File: config.mk
export PLATFORM = sky130hd
export DESIGN_NAME = rational_arithmetic_unit_top
export DESIGN_NICKNAME = d
export VERILOG_FILES = /design/src/hdl/rau_pkg.sv /design/src/hdl/rau_gcd.sv /design/src/hdl/rau_div.sv /design/src/hdl/rational_arithmetic_unit_top.sv
export VERILOG_INCLUDE_DIRS = /design/src /design/src/hdl
export SDC_FILE = /design/constraint.sdc
export NUM_CORES = 2
export LEC_CHECK = 0
export BUFFER_PORTS_ARGS = -buffer_cell sky130_fd_sc_hd__buf_2
export CAP_MARGIN = 15
export CORE_AREA = 2 2 279 350
export DETAILED_ROUTE_END_ITERATION = 10
export DIE_AREA = 0 0 281 352
export PLACE_DENSITY = 0.69
export SLEW_MARGIN = 20
export SYNTH_ARGS = -nofsm -noshare
export SYNTH_HDL_FRONTEND = slang
export SYNTH_SLANG_ARGS = --single-unit
File: constraint.sdc
create_clock -name clk_i -period 13.2 [get_ports clk_i]
set_clock_uncertainty 0.15 [all_clocks]
set_input_delay 0.66 -clock clk_i [delete_from_list [all_inputs] [get_ports clk_i]]
set_output_delay 0.66 -clock clk_i [all_outputs]
set_load 0.005 [all_outputs]
File: src/hdl/rational_arithmetic_unit_top_assert.svh
// Assertion macros for the rational arithmetic unit.
`ifndef RATIONAL_ARITHMETIC_UNIT_TOP_ASSERT_SVH
`define RATIONAL_ARITHMETIC_UNIT_TOP_ASSERT_SVH

// Same-cycle implication, sampled on clk_i, off during reset.
`define RAU_ASSERT_NOW(lbl, ante, cons) \
  lbl: assert property (@(posedge clk_i) disable iff (!rst_ni) (ante) |-> (cons)) \
    else $error("rau assertion failed");

// Next-cycle implication.
`define RAU_ASSERT_NEXT(lbl, ante, cons) \
  lbl: assert property (@(posedge clk_i) disable iff (!rst_ni) (ante) |=> (cons)) \
    else $error("rau assertion failed");

`endif

File: src/hdl/rau_pkg.sv
`default_nettype none
package rau_pkg;

  localparam int OPERAND_WIDTH = 16;
  localparam int PROD_W        = 2 * OPERAND_WIDTH;
  localparam int VAL_W         = 33;
  localparam int DEN_W         = 31;
  localparam int CNT_W         = $clog2(VAL_W + 1);

  typedef enum logic [2:0] {
    OP_ADD = 3'd0,
    OP_SUB = 3'd1,
    OP_MUL = 3'd2,
    OP_DIV = 3'd3,
    OP_CMP = 3'd4
  } op_e;

  localparam logic [1:0] STAT_OK   = 2'd0;
  localparam logic [1:0] STAT_DIVZ = 2'd1;
  localparam logic [1:0] STAT_ZDEN = 2'd2;

  localparam logic [1:0] ORD_LT = 2'b11;
  localparam logic [1:0] ORD_EQ = 2'b00;
  localparam logic [1:0] ORD_GT = 2'b01;

  typedef struct packed {
    logic busy;
    logic done;
  } unit_stat_t;

endpackage
`default_nettype wire

File: src/hdl/rau_gcd.sv
`default_nettype none
// Binary gcd: one shift or one compare-subtract per cycle.
module rau_gcd (
  input  wire logic                      clk_i,
  input  wire logic                      rst_ni,
  input  wire logic                      start_i,
  input  wire logic [rau_pkg::VAL_W-1:0] a_i,
  input  wire logic [rau_pkg::VAL_W-1:0] b_i,
  output rau_pkg::unit_stat_t            stat_o,
  output logic      [rau_pkg::VAL_W-1:0] g_o
);

  logic [rau_pkg::VAL_W-1:0] u_q, v_q;
  logic [rau_pkg::CNT_W-1:0] k_q;
  logic                      busy_q, done_q;
  logic [rau_pkg::VAL_W:0]   diff;

  assign diff = {1'b0, u_q} - {1'b0, v_q};

  always_ff @(posedge clk_i or negedge rst_ni) begin
    if (!rst_ni) begin
      busy_q <= 1'b0;
      done_q <= 1'b0;
    end else begin
      done_q <= 1'b0;
      if (start_i) begin
        busy_q <= 1'b1;
      end else if (busy_q && v_q == '0 && k_q == '0) begin
        busy_q <= 1'b0;
        done_q <= 1'b1;
      end
    end
  end

  always_ff @(posedge clk_i) begin
    if (start_i) begin
      u_q <= a_i;
      v_q <= b_i;
      k_q <= '0;
    end else if (busy_q) begin
      if (v_q == '0) begin
        if (k_q != '0) begin
          u_q <= {u_q[rau_pkg::VAL_W-2:0], 1'b0};
          k_q <= k_q - 1'b1;
        end
      end else if (!u_q[0] && !v_q[0]) begin
        u_q <= u_q >> 1;
        v_q <= v_q >> 1;
        k_q <= k_q + 1'b1;
      end else if (!u_q[0]) begin
        u_q <= u_q >> 1;
      end else if (!v_q[0]) begin
        v_q <= v_q >> 1;
      end else if (diff[rau_pkg::VAL_W]) begin
        v_q <= v_q - u_q;
      end else begin
        u_q <= v_q;
        v_q <= diff[rau_pkg::VAL_W-1:0];
      end
    end
  end

  assign stat_o.busy = busy_q;
  assign stat_o.done = done_q;
  assign g_o         = u_q;

endmodule
`default_nettype wire

File: src/hdl/rau_div.sv
`default_nettype none
// Restoring divider, one quotient bit per cycle.
module rau_div (
  input  wire logic                      clk_i,
  input  wire logic                      rst_ni,
  input  wire logic                      start_i,
  input  wire logic [rau_pkg::VAL_W-1:0] a_i,
  input  wire logic [rau_pkg::VAL_W-1:0] b_i,
  output rau_pkg::unit_stat_t            stat_o,
  output logic      [rau_pkg::VAL_W-1:0] q_o
);

  logic [rau_pkg::VAL_W-1:0] rem_q, quo_q, den_q;
  logic [rau_pkg::CNT_W-1:0] cnt_q;
  logic                      busy_q, done_q;
  logic [rau_pkg::VAL_W:0]   rem_sh;
  logic [rau_pkg::VAL_W+1:0] diff;

  assign rem_sh = {rem_q, quo_q[rau_pkg::VAL_W-1]};
  assign diff   = {1'b0, rem_sh} - {2'b00, den_q};

  always_ff @(posedge clk_i or negedge rst_ni) begin
    if (!rst_ni) begin
      busy_q <= 1'b0;
      done_q <= 1'b0;
    end else begin
      done_q <= 1'b0;
      if (start_i) begin
        busy_q <= 1'b1;
      end else if (busy_q && cnt_q == rau_pkg::CNT_W'(rau_pkg::VAL_W - 1)) begin
        busy_q <= 1'b0;
        done_q <= 1'b1;
      end
    end
  end

  always_ff @(posedge clk_i) begin
    if (start_i) begin
      rem_q <= '0;
      quo_q <= a_i;
      den_q <= b_i;
      cnt_q <= '0;
    end else if (busy_q) begin
      cnt_q <= cnt_q + 1'b1;
      if (!diff[rau_pkg::VAL_W+1]) begin
        rem_q <= diff[rau_pkg::VAL_W-1:0];
        quo_q <= {quo_q[rau_pkg::VAL_W-2:0], 1'b1};
      end else begin
        rem_q <= rem_sh[rau_pkg::VAL_W-1:0];
        quo_q <= {quo_q[rau_pkg::VAL_W-2:0], 1'b0};
      end
    end
  end

  assign stat_o.busy = busy_q;
  assign stat_o.done = done_q;
  assign q_o         = quo_q;

endmodule
`default_nettype wire

File: src/hdl/rational_arithmetic_unit_top.sv
// Rational arithmetic unit. One word in, one word out. A single shared 16x16
// multiplier forms the three cross products in turn, the combine state merges
// them, then a binary gcd (one shift or subtract per cycle) and two restoring
// divisions reduce the fraction; compare and error cases skip the gcd and the
// divisions and go straight to the result.
// in_stall_o is high from acceptance until the result is written to the
// output register; a finished result waits there while the next word enters.
`default_nettype none
`include "rational_arithmetic_unit_top_assert.svh"
module rational_arithmetic_unit_top (
  input  wire logic                                      clk_i,
  input  wire logic                                      rst_ni,
  input  wire logic                                      in_valid_i,
  output logic                                           in_stall_o,
  input  wire logic        [2:0]                         operation_i,
  input  wire logic signed [rau_pkg::OPERAND_WIDTH-1:0]  a_numerator_i,
  input  wire logic signed [rau_pkg::OPERAND_WIDTH-1:0]  a_denominator_i,
  input  wire logic signed [rau_pkg::OPERAND_WIDTH-1:0]  b_numerator_i,
  input  wire logic signed [rau_pkg::OPERAND_WIDTH-1:0]  b_denominator_i,
  output logic                                           out_valid_o,
  input  wire logic                                      out_stall_i,
  output logic signed      [rau_pkg::VAL_W-1:0]          result_numerator_o,
  output logic             [rau_pkg::DEN_W-1:0]          result_denominator_o,
  output logic signed      [1:0]                         order_o,
  output logic             [1:0]                         status_o
);

  typedef enum logic [6:0] {
    ST_IDLE = 7'b0000001,
    ST_MUL  = 7'b0000010,
    ST_COMB = 7'b0000100,
    ST_GCD  = 7'b0001000,
    ST_DIVN = 7'b0010000,
    ST_DIVD = 7'b0100000,
    ST_DONE = 7'b1000000
  } state_e;

  localparam int OW = rau_pkg::OPERAND_WIDTH;
  localparam int VW = rau_pkg::VAL_W;

  state_e state_q, state_d;
  logic [1:0] step_q;

  logic [2:0]                  op_q;
  logic signed [OW-1:0]        an_q, ad_q, bn_q, bd_q;
  logic signed [rau_pkg::PROD_W-1:0] p0_q, p1_q, p2_q, prod;
  logic signed [OW-1:0]        mx, my;
  logic [1:0]                  stat_in_q;
  logic                        bad_op_q;

  logic [VW-1:0]               un_q, ud_q, g_q, qn_q;
  logic                        neg_q;

  logic signed [VW-1:0]        fin_num_q;
  logic [rau_pkg::DEN_W-1:0]   fin_den_q;
  logic [1:0]                  fin_ord_q, fin_stat_q;

  logic signed [VW-1:0]        out_num_q;
  logic [rau_pkg::DEN_W-1:0]   out_den_q;
  logic [1:0]                  out_ord_q, out_stat_q;
  logic                        out_valid_q;

  logic signed [VW-1:0]        n_c, d_c, l_c, r_c;
  logic [VW-1:0]               un_c, ud_c;

  logic                        gcd_start, div_start;
  logic [VW-1:0]               div_a, div_b, gcd_g, div_q;
  rau_pkg::unit_stat_t         gcd_stat, div_stat;

  logic accept, out_free;

  assign accept   = in_valid_i && !in_stall_o;
  assign out_free = !out_valid_q || !out_stall_i;
  assign in_stall_o = (state_q != ST_IDLE);

  // multiplier operand schedule
  always_comb begin
    mx = an_q;
    my = bd_q;
    case (step_q)
      2'd0: begin
        mx = an_q;
        my = (op_q == rau_pkg::OP_MUL) ? bn_q : bd_q;
      end
      2'd1: begin
        mx = ad_q;
        my = (op_q == rau_pkg::OP_MUL) ? bd_q : (op_q == rau_pkg::OP_DIV) ? bn_q : bn_q;
        if (op_q != rau_pkg::OP_MUL && op_q != rau_pkg::OP_DIV) begin
          mx = bn_q;
          my = ad_q;
        end
      end
      2'd2: begin
        mx = ad_q;
        my = bd_q;
      end
      default: begin
        mx = an_q;
        my = bd_q;
      end
    endcase
  end

  assign prod = mx * my;

  // combine cross products
  always_comb begin
    n_c = VW'(p0_q);
    d_c = VW'(p2_q);
    case (op_q)
      rau_pkg::OP_ADD: n_c = VW'(p0_q) + VW'(p1_q);
      rau_pkg::OP_SUB: n_c = VW'(p0_q) - VW'(p1_q);
      rau_pkg::OP_MUL: d_c = VW'(p1_q);
      rau_pkg::OP_DIV: d_c = VW'(p1_q);
      default:         n_c = VW'(p0_q);
    endcase
    un_c = n_c[VW-1] ? VW'(-n_c) : VW'(n_c);
    ud_c = d_c[VW-1] ? VW'(-d_c) : VW'(d_c);
    if (ad_q[OW-1] ^ bd_q[OW-1]) begin
      l_c = -VW'(p0_q);
      r_c = -VW'(p1_q);
    end else begin
      l_c = VW'(p0_q);
      r_c = VW'(p1_q);
    end
  end

  assign gcd_start = (state_q == ST_COMB) && stat_in_q == rau_pkg::STAT_OK && !bad_op_q
                     && op_q != rau_pkg::OP_CMP && un_c != '0;
  assign div_start = ((state_q == ST_GCD) && gcd_stat.done)
                     || ((state_q == ST_DIVN) && div_stat.done);
  assign div_a = (state_q == ST_GCD) ? un_q : ud_q;
  assign div_b = (state_q == ST_GCD) ? gcd_g : g_q;

  rau_gcd u_gcd (
    .clk_i   (clk_i),
    .rst_ni  (rst_ni),
    .start_i (gcd_start),
    .a_i     (un_c),
    .b_i     (ud_c),
    .stat_o  (gcd_stat),
    .g_o     (gcd_g)
  );

  rau_div u_div (
    .clk_i   (clk_i),
    .rst_ni  (rst_ni),
    .start_i (div_start),
    .a_i     (div_a),
    .b_i     (div_b),
    .stat_o  (div_stat),
    .q_o     (div_q)
  );

  always_comb begin
    state_d = state_q;
    case (state_q)
      ST_IDLE: if (accept) state_d = ST_MUL;
      ST_MUL:  if (step_q == 2'd2) state_d = ST_COMB;
      ST_COMB: state_d = gcd_start ? ST_GCD : ST_DONE;
      ST_GCD:  if (gcd_stat.done) state_d = ST_DIVN;
      ST_DIVN: if (div_stat.done) state_d = ST_DIVD;
      ST_DIVD: if (div_stat.done) state_d = ST_DONE;
      ST_DONE: if (out_free) state_d = ST_IDLE;
      default: state_d = ST_IDLE;
    endcase
  end

  always_ff @(posedge clk_i or negedge rst_ni) begin
    if (!rst_ni) begin
      state_q     <= ST_IDLE;
      step_q      <= '0;
      out_valid_q <= 1'b0;
    end else begin
      state_q <= state_d;
      if (state_q == ST_MUL) begin
        step_q <= step_q + 1'b1;
      end else begin
        step_q <= '0;
      end
      if (state_q == ST_DONE && out_free) begin
        out_valid_q <= 1'b1;
      end else if (!out_stall_i) begin
        out_valid_q <= 1'b0;
      end
    end
  end

  always_ff @(posedge clk_i) begin
    if (accept) begin
      op_q     <= operation_i;
      an_q     <= a_numerator_i;
      ad_q     <= a_denominator_i;
      bn_q     <= b_numerator_i;
      bd_q     <= b_denominator_i;
      bad_op_q <= operation_i > rau_pkg::OP_CMP;
      if (a_denominator_i == '0 || b_denominator_i == '0) begin
        stat_in_q <= rau_pkg::STAT_ZDEN;
      end else if (operation_i == rau_pkg::OP_DIV && b_numerator_i == '0) begin
        stat_in_q <= rau_pkg::STAT_DIVZ;
      end else begin
        stat_in_q <= rau_pkg::STAT_OK;
      end
    end
    if (state_q == ST_MUL) begin
      case (step_q)
        2'd0:    p0_q <= prod;
        2'd1:    p1_q <= prod;
        default: p2_q <= prod;
      endcase
    end
    if (state_q == ST_COMB) begin
      un_q       <= un_c;
      ud_q       <= ud_c;
      neg_q      <= n_c[VW-1] ^ d_c[VW-1];
      fin_num_q  <= '0;
      fin_den_q  <= rau_pkg::DEN_W'(1);
      fin_ord_q  <= rau_pkg::ORD_EQ;
      fin_stat_q <= bad_op_q ? rau_pkg::STAT_OK : stat_in_q;
      if (!bad_op_q && stat_in_q == rau_pkg::STAT_OK && op_q == rau_pkg::OP_CMP) begin
        if (l_c > r_c) begin
          fin_ord_q <= rau_pkg::ORD_GT;
        end else if (l_c < r_c) begin
          fin_ord_q <= rau_pkg::ORD_LT;
        end
      end
    end
    if (state_q == ST_GCD && gcd_stat.done) begin
      g_q <= gcd_g;
    end
    if (state_q == ST_DIVN && div_stat.done) begin
      qn_q <= div_q;
    end
    if (state_q == ST_DIVD && div_stat.done) begin
      fin_num_q <= neg_q ? -qn_q : qn_q;
      fin_den_q <= div_q[rau_pkg::DEN_W-1:0];
    end
    if (state_q == ST_DONE && out_free) begin
      out_num_q  <= fin_num_q;
      out_den_q  <= fin_den_q;
      out_ord_q  <= fin_ord_q;
      out_stat_q <= fin_stat_q;
    end
  end

  assign out_valid_o          = out_valid_q;
  assign result_numerator_o   = out_num_q;
  assign result_denominator_o = out_den_q;
  assign order_o              = out_ord_q;
  assign status_o             = out_stat_q;

  `RAU_ASSERT_NOW(a_busy_stalls, state_q != ST_IDLE, in_stall_o)
  `RAU_ASSERT_NOW(a_den_nonzero, out_valid_o, result_denominator_o != '0)
  `RAU_ASSERT_NOW(a_err_zero_result, out_valid_o && status_o != rau_pkg::STAT_OK,
                  result_numerator_o == '0 && order_o == rau_pkg::ORD_EQ)
  `RAU_ASSERT_NEXT(a_accept_starts, accept, state_q == ST_MUL)
  `RAU_ASSERT_NOW(a_idle_units, state_q == ST_IDLE, !gcd_stat.busy && !div_stat.busy)

endmodule
`default_nettype wire
; ---- After elaboration in Yosys (flattened, before gate mapping)
; Cells that the tools add are included.
; W data, S select, Z words.
[totals]
register_bits = 626
inputBits = 71
output_inout_bits = 70
elab_cells = 209
[op_classes]
n_addsub = 14
n_mul = 1
magnitude_cmp = 3
eq_ne = 31
mux = 63
n_bitwise = 4
reduce_logical = 54
[op_table]
columns = cell, count
row1 = $mux W33, 28
row2 = $neg A33 Y33, 3
row3 = $neg A32 Y33, 2
row4 = $pmux W33 S2, 1
row5 = $mux W16, 4
row6 = $pmux W16 S2, 2
row7 = $mux W31, 2
row8 = $mux W7, 7
row9 = $pmux W7 S7, 1
row10 = $logic_not A16 Y1, 3
row11 = $sub A34 B33 Y35, 1
row12 = $sub A33 B33 Y34, 1
row13 = $add A32 B32 Y33, 1
row14 = $gt A33 B33 Y1, 1
row15 = $logic_not A33 Y1, 1
row16 = $lt A33 B33 Y1, 1
row17 = $reduce_bool A33 Y1, 1
row18 = $sub A32 B32 Y33, 1
row19 = $sub A33 B33 Y33, 1
row20 = $mul A16 B16 Y32, 1
row21 = $mux W6, 3
row22 = $logic_and A1 B1 Y1, 17
row23 = $mux W1, 13
row24 = $add A6 B1 Y6 const B, 2
row25 = other kinds (38), 72

; ---- Logic depth before layout (Yosys ltp)
[logic_depth]
depth_word = 8
depth_mapped = 36
mapped_depth_nobuf = 32

; ---- Cells and area by module
; A second synthesis with hierarchy kept.
[hier_totals]
hier_cells = 4972
area_unflattened_um2 = 48554.1
[by_module_without_submodules]
columns = mod, n_inst, cells_per_inst, area_each_um2, seq_area_each_um2
row1 = rational_arithmetic_unit_top, 1, 3370, 34383.0, 13314.0
row2 = rau_gcd, 1, 1010, 8012.7, 2152.1
row3 = rau_div, 1, 592, 6158.4, 2812.7

; ---- Least setup slack after synthesis
; Ideal clock, no wire load.
[synth_timing]
kind = register -> register
startpoint = register op_q[1]
endpoint = register p0_q[30] in the netlist's numbering (data pin)
setup_ps = 267
t_arrival_ps = 8664
required_ps = 12783
setup_slack_ps = 4119
path_stages_with_launch = 33
path_buffers = 6
period_less_slack_ps = 9081
path_cell_list = edfxtp_1 nand2b_1 clkbuf_1 clkbuf_1 clkbuf_1 clkbuf_1 buf_1 o21ai_0 a221o_1 clkbuf_1 nand2_1 fa_1 inv_1 fa_1 fa_1 fa_1 fa_1 inv_1 fa_1 inv_1 ha_1 or3_1 nor2_1 nand2_1 o21ai_0 a21oi_1 a41o_1 o211ai_1 o21ai_0 or4_1 a41o_1 a21oi_1 xnor2_1
[synth_between]
elab_chain_len = 5
elab_cells_between_ends = 11
classes_between = mul (1) / eq/ne (3) / mux (6) / reduce/logical (1)
[synth_lines]
columns = element, line_no
row1 = from (decl), rational_arithmetic_unit_top.sv:44  ; logic [2:0] op_q;
row2 = from (signal assigned), rational_arithmetic_unit_top.sv:191  ; op_q <= operation_i;
row3 = $eq A3 B2 Y1 / $ne A3 B2 Y1 (equally long branches), "rational_arithmetic_unit_top.sv:83, rational_arithmetic_unit_top.sv:87, rational_arithmetic_unit_top.sv:88"
row4 = $mux W16 / $logic_and A1 B1 Y1 (equally long branches), "rational_arithmetic_unit_top.sv:87, rational_arithmetic_unit_top.sv:88"
row5 = $mux W16, rational_arithmetic_unit_top.sv:88  ; if (op_q != rau_pkg::OP_MUL && op_q != rau_pkg::OP_DIV) begin
row6 = $pmux W16 S2, rational_arithmetic_unit_top.sv:80  ; case (step_q)
row7 = $mul A16 B16 Y32 *, rational_arithmetic_unit_top.sv:104  ; assign prod = mx * my;
row8 = via prod (one bit), rational_arithmetic_unit_top.sv:46  ; logic signed [rau_pkg::PROD_W-1:0] p0_q, p1_q, p2_q, prod;
row9 = to (signal assigned), rational_arithmetic_unit_top.sv:207  ; 2'd0: p0_q <= prod;
row10 = to (decl), rational_arithmetic_unit_top.sv:46
; Mark *: on every way through the listed nets, which the timed path passes. The rest lies on a longest branch.
; A chain may end at the register's enable or synchronous reset.

; ---- Final worst setup path
; Ends and elaborated chain as after synthesis.

==> impl_metrics.yaml <==
logic_synthesis:
  synthTopCellsByCount: "edfxtp_1, nand2_1, inv_1, nor2_1, o21ai_0"
  yosysUniqueCellTypes: 98
  synth-seq-cells: 626
  synth.top_cell.area_share: 0.358
  synth_ff_type: "edfxtp_1"
  postSynthNetCount: 5360
  netlist_instances: 4766
  synthArstFlopShare: 0.0224
  yosysSeqAreaShare: 0.384
  synth_edf_count: 567
  synth_warnings: 0
  yosysMostFrequentCell: "edfxtp_1"
  ys_top_cells_by_area: "edfxtp_1, fa_1, ha_1"
  synth_area_leader_cell: "edfxtp_1"
  syn_area_um2: 47600
  syn_avg_cell_area_um2: 9.98
timing:
  tns_ns: 0
  slew_violations: 0
  fmax_mhz: 98.5
  max_slew_margin: 0.215
  worst-slew-pin-transition_ns: 1.16
  min_period_over_period: 0.769
  setup_ws_ns: 3.05
  setup_violations: 0
  grt_setup_unrepaired: "false"
  post-route-min-period_ns: 10.15
  final_hold_viol_count: 0
  timing.hold.ws_ns: 0.0155
worst_setup_path:
  critPathSlowestCell: "a211oi_1"
  cpPeakStageDelay_ns: 0.95
  crit_required_ns: 13.48
  crit_path_start: "op_q[1]"
  critPathKind: "reg2reg"
  r2r_start: "op_q[1]"
  startpoint_type: "flop"
  critPathArrivalTime_ns: 10.43
  cp_max_fo: 56
  worstSetupEndpointType: "flop"
  crit_top_cell: "fa_1"
hold_path:
  hold_class: "in2reg"
  worstHoldStart: "a_denominator_i[5]"
grt:
  grt_max_degree: 101
  grt_pass1_wl_um: 203000
  grt_pass1_vias: 36400
  track_usage: 0.263
  grt-ovfl-total: 0
  antenna_found_initial: 1
cells_and_area:
  area_delta_synth_final_pct: 9.36
  multi_input_area_um2: 26800
  drive_above_1_share: 0.0860
  final_nets: 5450
  regArea_um2: 18300
  finalNonFillerCells: 6196
  n_antenna_cell: 0
  filler_cell_count: 8429
outcome:
  status: "finished clean"
detailed_routing:
  wl_um: 130000
  viasPerCell: 5.72
  drt_iter0_markers: 2520
  wl_per_cell_um: 21.0
  drt-pass1-iter-count: 8
  vias: 35500
  drtAntennaViolNets: 0
  drc: 0
clock_tree:
  cts_buffers: 60
  clock_sinks: 626
  post_cts_resized: 0
  path_clk_slew_ns: 0.06
  cts_tree: "built"
  root_buffer: "clkbuf_16"
  cts_buffer_depth: 3
  post-cts-setup-buffers: 0
  clkLatencyLatePin_ns: 0.70
  htree_levels: 2
floorplanning:
  initial_utilization: 0.498
  io_pins: 141
  dieArea_um2: 98900
  die_w_um: 281
  core_um2: 95500
  die_y_um: 352
  rows: 127
run:
  max_cap_viol_count: 0
place:
  placed_cells: 6044
  place.gp.congestion: 1.01
  dp_slack_ns: 3.20
  port_buffers: 140
  dpl.hpwl_um: 102000
-- per-layer routing --
layer  part of all wire  vias up  global-route usage
li1                   -    16800                   -
met1               0.37    17300               0.293
met2               0.52     1024               0.482
met3              0.037      372              0.0233
met4              0.068        2               0.160
met5            0.00010        -                   0
-- registers in the layout, indices dropped and copies added, names as in the netlist, 6 cells and up --
| register | cells |
|---|---|
| bd_q | 16 |
| p0_q | 32 |
| u_div.cnt_q | 6 |
| u_gcd.g_o | 33 |
| p1_q | 32 |
| g_q | 33 |
| u_gcd.k_q | 6 |
| qn_q | 33 |
| u_div.den_q | 33 |
| ad_q | 16 |
| result_denominator_o | 31 |
| u_div.rem_q | 33 |
| state_q | 7 |
| u_gcd.v_q | 33 |
| ud_q | 33 |
| un_q | 33 |
| an_q | 16 |
| p2_q | 32 |
| result_numerator_o | 33 |
| fin_den_q | 31 |
| fin_num_q | 33 |
| u_div.q_o | 33 |
| bn_q | 16 |
-- final timing paths --
kind / endpoint / slack, ns / depth (start not counted)
setup / recovery: p0_q[30] / 3.05 / 30
hold / removal: ad_q[5] / 0.02 / 1
setup reg to reg: p0_q[30] / 3.05 / 30
min in group asynchronous: u_div.done_q / 0.29 / 2
hold reg to reg: result_denominator_o[15] / 0.27 / 0
max in group asynchronous: state_q[0] / 12.21 / 2
-- cells by family after synthesis --
group,share of synthesized area
simple gates,0.137
compound gates,0.127
buf+inv,0.0557
flops,0.384
fa+ha+maj,0.180
xor+xnor,0.0549
mux,0.0616
other cells,0.0000788
-- critical path: cells and delay by family, from the launching register on --
kind	cells	cell delay, ns
fa+ha+maj	7	3.37
compound gates	9	2.42
simple gates	8	2.22
buf+inv	5	0.75
flops	1	0.73
xor+xnor	1	0.20
-- final cells by class --
type                    count  area share
clock buffers              72      0.0301
clock inverters            40     0.00844
inverters                 481      0.0347
multi-input cells        3448       0.515
flip-flops and latches    626       0.351
well taps                1290      0.0310
repair buffers            239      0.0297
-- layout by cell type (no fill, tap or decap), drive strengths merged, types with 40 or more instances in the layout --
cell type / instances
nand2b: 46
fa: 267
nor2b: 43
nand2: 514
nand3: 48
mux2: 100
xor2: 129
o21ai: 276
edfxtp: 567
buf: 199
dlygate4sd3: 40
nor3: 83
nor2: 369
a21o: 75
clkbuf: 72
a21oi: 270
a31oi: 41
ha: 256
mux2i: 180
xnor2: 169
dfxtp: 45
inv: 481
and3: 54
-- repair_timing --
item	in CTS	in global routing
hold buffers	39	1
endpoints found under the setup margin	0	0
hold endpoints to repair	51	1
-- through the flow --
stage	utilization	instance area (um^2)
2_1_floorplan	-	47600
3_3_place_gp	0.519	49600
3_5_place_dp	0.519	49600
4_1_cts	0.544	52000
5_1_grt	0.545	52000
6_report	0.545	52000
Power is not shown: default switching activity piles up to over one toggle a cycle in this logic, so the estimate is an artifact.
